[src/design/ctt_pkg.sv]
package ctt_pkg;

    localparam logic [2:0] KIND_LOOKUP  = 3'd0;
    localparam logic [2:0] KIND_CREATE  = 3'd1;
    localparam logic [2:0] KIND_TCP     = 3'd2;
    localparam logic [2:0] KIND_REFRESH = 3'd3;
    localparam logic [2:0] KIND_DELETE  = 3'd4;
    localparam logic [2:0] KIND_SWEEP   = 3'd5;
    localparam logic [2:0] KIND_CLEAR   = 3'd6;
    localparam logic [2:0] KIND_NONE    = 3'd7;

    localparam logic [1:0] STATUS_OK       = 2'd0;
    localparam logic [1:0] STATUS_NOTFOUND = 2'd1;
    localparam logic [1:0] STATUS_FULL     = 2'd2;
    localparam logic [1:0] STATUS_REJECT   = 2'd3;

    localparam logic [2:0] CS_CLOSED    = 3'd0;
    localparam logic [2:0] CS_SYN_SENT  = 3'd1;
    localparam logic [2:0] CS_SYN_RECV  = 3'd2;
    localparam logic [2:0] CS_ESTAB     = 3'd3;
    localparam logic [2:0] CS_FIN_WAIT  = 3'd4;
    localparam logic [2:0] CS_UDP_NEW   = 3'd5;
    localparam logic [2:0] CS_ICMP_ECHO = 3'd6;

    localparam logic [7:0] PROTO_TCP  = 8'd6;
    localparam logic [7:0] PROTO_UDP  = 8'd17;
    localparam logic [7:0] PROTO_ICMP = 8'd1;

    localparam logic [31:0] HASH_MUL   = 32'd2654435761;
    localparam logic [31:0] PORT_MUL   = 32'd31;
    localparam logic [31:0] PROTO_MUL  = 32'd101;
    localparam logic [10:0] CNT_MAX    = 11'd2047;
    localparam logic [31:0] INTERVAL_RESET = 32'd1000;

    typedef struct packed {
        logic        valid;
        logic [31:0] src_addr;
        logic [31:0] dst_addr;
        logic [15:0] src_port;
        logic [15:0] dst_port;
        logic [7:0]  protocol;
        logic [2:0]  conn_state;
        logic [31:0] expiry;
    } entry_t;

    typedef struct packed {
        logic wipe;
        logic load;
        logic hash_a;
        logic hash_b;
        logic mod_step;
        logic probe_step;
        logic scan_step;
        logic act;
    } cmd_t;

    typedef struct packed {
        logic wipe_done;
        logic mod_done;
        logic probe_done;
        logic scan_done;
        logic out_free;
    } sts_t;

    typedef struct packed {
        logic       ok;
        logic [2:0] conn_state;
    } tcp_res_t;

    function automatic tcp_res_t tcp_step(input logic [2:0] st, input logic syn,
                                          input logic ack, input logic fin,
                                          input logic rst);
        tcp_res_t r;
        r.ok = 1'b0;
        r.conn_state = st;
        unique case (st)
            CS_SYN_SENT: if (syn && ack) begin
                r = '{1'b1, CS_SYN_RECV};
            end
            CS_SYN_RECV: if (ack && !syn) begin
                r = '{1'b1, CS_ESTAB};
            end
            CS_ESTAB: begin
                if (fin) r = '{1'b1, CS_FIN_WAIT};
                else if (rst) r = '{1'b1, CS_CLOSED};
                else if (!syn) r.ok = 1'b1;
            end
            CS_FIN_WAIT: if (ack || rst) begin
                r = '{1'b1, CS_CLOSED};
            end
            CS_CLOSED: if (syn && !ack) begin
                r = '{1'b1, CS_SYN_SENT};
            end
            default: r.ok = 1'b0;
        endcase
        return r;
    endfunction

    function automatic logic [2:0] initial_state(input logic [7:0] pr);
        logic [2:0] s;
        if (pr == PROTO_TCP) s = CS_SYN_SENT;
        else if (pr == PROTO_UDP) s = CS_UDP_NEW;
        else if (pr == PROTO_ICMP) s = CS_ICMP_ECHO;
        else s = CS_CLOSED;
        return s;
    endfunction

endpackage

[src/design/ctt_ctrl.sv]
module ctt_ctrl (
    input  logic          aclk,
    input  logic          aresetn,
    input  logic          s_valid,
    output logic          s_ready,
    input  logic [2:0]    s_kind,
    input  ctt_pkg::sts_t sts,
    output ctt_pkg::cmd_t cmd
);
    import ctt_pkg::*;

    typedef enum logic [2:0] {
        ST_INIT, ST_IDLE, ST_HASH_A, ST_HASH_B, ST_MOD, ST_PROBE, ST_SCAN, ST_ACT
    } state_t;

    state_t state_reg, state_next;

    assign s_ready = (state_reg == ST_IDLE);

    always_comb begin
        cmd            = '0;
        cmd.wipe       = (state_reg == ST_INIT);
        cmd.load       = (state_reg == ST_IDLE) && s_valid;
        cmd.hash_a     = (state_reg == ST_HASH_A);
        cmd.hash_b     = (state_reg == ST_HASH_B);
        cmd.mod_step   = (state_reg == ST_MOD);
        cmd.probe_step = (state_reg == ST_PROBE);
        cmd.scan_step  = (state_reg == ST_SCAN);
        cmd.act        = (state_reg == ST_ACT) && sts.out_free;
    end

    always_comb begin
        state_next = state_reg;
        unique case (state_reg)
            ST_INIT:   if (sts.wipe_done) state_next = ST_IDLE;
            ST_IDLE: begin
                if (s_valid) begin
                    if (s_kind == KIND_SWEEP || s_kind == KIND_CLEAR) state_next = ST_SCAN;
                    else if (s_kind == KIND_NONE) state_next = ST_ACT;
                    else state_next = ST_HASH_A;
                end
            end
            ST_HASH_A: state_next = ST_HASH_B;
            ST_HASH_B: state_next = ST_MOD;
            ST_MOD:    if (sts.mod_done) state_next = ST_PROBE;
            ST_PROBE:  if (sts.probe_done) state_next = ST_ACT;
            ST_SCAN:   if (sts.scan_done) state_next = ST_ACT;
            ST_ACT:    if (sts.out_free) state_next = ST_IDLE;
            default:   state_next = ST_INIT;
        endcase
    end

    always_ff @(posedge aclk) begin
        if (!aresetn) begin
            state_reg <= ST_INIT;
        end else begin
            state_reg <= state_next;
        end
    end

`ifndef SYNTHESIS
    // an accepted transaction always takes the block out of idle
    a_accept_busy: assert property (@(posedge aclk) disable iff (!aresetn)
        (s_valid && s_ready) |=> !s_ready)
        else $error("accepted while a transaction is in flight");
    // the table is only served once the clearing pass has finished
    a_init_done: assert property (@(posedge aclk) disable iff (!aresetn)
        ((state_reg == ST_INIT) && !sts.wipe_done) |=> !s_ready)
        else $error("ready before clearing pass ended");
`endif
endmodule

[config.mk]
export PLATFORM = sky130hd
export DESIGN_NAME = ctt_ctrl
export DESIGN_NICKNAME = d
export VERILOG_FILES = /design/src/design/ctt_pkg.sv /design/src/design/ctt_ctrl.sv
export SDC_FILE = /design/constraint.sdc
export NUM_CORES = 1
export LEC_CHECK = 0
export ABC_AREA = 1
export ABC_CLOCK_PERIOD_IN_PS = 1000
export CAP_MARGIN = 20
export CORE_AREA = 2 2 39 41
export CTS_BUF_LIST = sky130_fd_sc_hd__clkbuf_8
export DETAILED_ROUTE_END_ITERATION = 16
export DIE_AREA = 0 0 41 43
export DONT_BUFFER_PORTS = 1
export PLACE_DENSITY_LB_ADDON = 0.15
export SLEW_MARGIN = 5
export SYNTH_ARGS = -nofsm -noshare
export SYNTH_HDL_FRONTEND = slang
export SYNTH_SLANG_ARGS = --single-unit
[constraint.sdc]
create_clock -name aclk -period 1 [get_ports aclk]
set_input_delay 0.2 -clock aclk [delete_from_list [all_inputs] [get_ports aclk]]
set_output_delay 0.2 -clock aclk [all_outputs]
set_load 0.02 [all_outputs]
==> impl_results.md <==
* Status: complete, but fails checks
* Violations in the final reports: negative setup slack
* Number of diodes added for antenna fixing at 0
* Class of the most critical setup path: flip-flop to primary output
* Number of top-level pins at 20
* DRC violation total after the first TritonRoute iteration at 3
* Aggregate negative setup slack at -2390 ps
* Most used flip-flop cell after synthesis: dfxtp_1
* Max Buffers Root-to-Sink at 2
* Number of buffer and inverter stages on the critical path at 3
* Cell chosen for the clock root: clkbuf_8
* Post-Synthesis Cell Area at 314 µm²
* Share of flip-flops with an asynchronous set or reset after synthesis at 0
* Via count at about 410
* Top-count cell post-synth: nand2_1
* Placeable core region at 1380 µm²
* Number of antenna violations at the first check in global routing at 0
* Synth area leaders: nand2_1, dfxtp_1, nor2_1
* Achievable clock frequency at around 0.81 GHz
* Maximum capacitance violations at 0
* Per-cell routed wire length at roughly 9.5 µm
* End of the worst register-to-register path: state_reg[2]$_SDFFE_PN0P_
* Worst min path class: input port to flip-flop
* Number of flip-flops and latches in the synthesized netlist at 3
* Placed instance count at 90
* Later-pin clock latency in the skew report at about 220 ps
* Non-filler instance count after layout at 95
* First-pass iteration count of the detailed router at 2
* Fraction of the cycle the final worst path needs at 1.24
* Synth area leader: nand2_1
* Total nets after synthesis at 70
* Count of cells along the worst register-to-register path at 9
* # DRC at 0
* PD cells at around 4100 nW/µm²
* Max Clock Skew at around 3.1 ps
* Yosys synthesis warning count at 0
* Synth unique cells at 14
* Crit path to: cmd[7]
* Static leakage at 0.297 nW
* Largest register FFs at 3
* Endpoints failing hold at 0
* Critical Path End Type: primary output
* DRT Wirelength at 899 µm
* Input/output buffers at 0
* R2R Path Start: state_reg[0]$_SDFFE_PN0P_
* Flop-to-flop setup slack at -210 ps
* Sequential element share of the synthesized area at 0.191
* Placement row count at 14
* Mean number of vias per cell at between 4 and 5
* Unrepaired setup endpoints after global routing: yes
* Crit path time final at approximately 1200 ps
* Total gr overflow at 0
* Data arrival time at the worst-slack endpoint at between 1000 and 1500 ps
* Top fanout value on the critical path at 4
* VDD IR max at 0.00141 V
* Minimum setup slack after placement at -265 ps
* Via count of the first global-routing pass at approximately 400
* Delay-heaviest family, CP: flip-flops
* Die area at about 1800 µm²
* Number of logic stages on the critical path including buffering at 5
* Critical path launch point: state_reg[0]$_SDFFE_PN0P_
* Syn Area/Cell at 5.32 µm²
* Die X at between 40 and 50 µm
* Largest net degree at the start of global routing at 7
* Remaining number of nets flagged by the antenna check after routing at 0
* Critical path startpoint category: flip-flop
* Count of flip-flops with a built-in enable after synthesis at 0
* Slew Viols, Final at 0
* Area fraction of the dominant cell type after synthesis at 0.215
* TritonCTS clock tree: yes
* Final weighted congestion in routability-driven placement at 0.781
* Finished Cell Area at slightly above 600 µm²
* Layout-stage area growth over the synthesis result at 95.2%
* Number of sinks driven by the clock tree at 3
* Number of instances in the synthesized netlist at around 60
* Worst slew slack as a fraction of its limit at 0.898
* Worst path slowest cell: dfxtp_4
* Die height at roughly 43 µm
* Setup violations, final at 12
* Worst-path clk slew at 30 ps
* Total half-perimeter wirelength after legalization and detailed placement at about 670 µm
* Share of cells above drive strength 1 at 0.684
* Chain of cells forming the critical path: nor2_4 > buf_6 > inv_4 > nor2_4 > buf_6
* Largest incremental delay on the critical path at approximately 360 ps
* Least-Margin Pin Slew at around 150 ps
* Placement Cell Area at 467 µm²
* Number of buffers created by CTS at 3
* Fill cell count at between 100 and 150
* Initial Utilization at 0.227
* All-Layer GR Usage at 0.130
* Worst Slack Setup Final at -240 ps
* Leading cell types by count after synthesis: nand2_1, nor2_1, inv_1
* Level count of the clock H-tree at 1
* Count of nets after finishing at 91
* Required time at the endpoint of the critical path at approximately 800 ps
* First-pass GRT wire length at between 1500 and 2000 µm
## cells by family (layout without fill, tap and decap cells)
| kind of cell | Yosys count | in the layout | share of synthesized area |
|---|---|---|---|
| simple gates | 44 | 44 | 0.637 |
| buf+inv | 11 | 31 | 0.155 |
| flops | 3 | 3 | 0.191 |
| compound gates | 1 | 1 | 0.0159 |
## worst min-delay path by stage
stage | startpoint | to | slack (ps) | cells after the start
6_report | aresetn | state_reg[0]$_SDFFE_PN0P_ | 100 | 2
5_1_grt | aresetn | state_reg[0]$_SDFFE_PN0P_ | 110 | 2
4_1_cts | aresetn | state_reg[2]$_SDFFE_PN0P_ | 100 | 2
3_5_place_dp | aresetn | state_reg[0]$_SDFFE_PN0P_ | 340 | 2
3_3_place_gp | aresetn | state_reg[0]$_SDFFE_PN0P_ | 330 | 2
2_1_floorplan | aresetn | state_reg[0]$_SDFFE_PN0P_ | 330 | 2
## metal layers
metal	vias up	wire, µm	GRT usage
li1	219	-	-
met1	170	401	0.157
met2	15	422	0.181
met3	2	54	0.0419
met4	0	21	0.100
met5	-	0	0
## where the power goes
part           internal [mW]  switching (mW)  leakage, nW
combinational          0.833           0.966        0.243
clock                  0.262          0.0865       0.0269
sequential             0.225           0.152       0.0267
## cell type report
cell class,instances,area (µm²),area share
Clock inverter,1,3.75,0.00612
Timing Repair Buffer,17,146,0.239
Inverter,10,47.5,0.0776
Multi-Input combinational cell,45,283,0.461
Tap cell,16,20.0,0.0327
Sequential cell,3,71.3,0.116
Clock buffer,3,41.3,0.0673
## placed cells by master (no fill, tap or decap)
cell	count
inv_2	2
clkbuf_8	3
nor3_2	2
nand2_1	12
inv_4	4
nand3_1	3
nand3_2	1
nor2_4	6
nor2_1	2
buf_4	12
o21ai_0	1
inv_1	4
buf_6	5
nor2_2	9
nand4_1	2
clkinv_1	1
dfxtp_4	3
nand2_2	7
## metrics by stage
stage,utilization,power (mW),hold WS [ps]
3_5_place_dp,0.337,1.71,338
3_3_place_gp,0.337,1.71,334
2_1_floorplan,-,1.20,327
4_1_cts,0.410,2.31,101
6_report,0.443,2.52,95.2
5_1_grt,0.443,2.74,113
## what timing repair did
action,in CTS,in global routing
hold buffers,0,0
pin swaps,7,12
setup buffers,1,0
setup endpoints to repair,12,12
resized for setup,19,14
No activity file was read; power rests on OpenSTA's default activity.
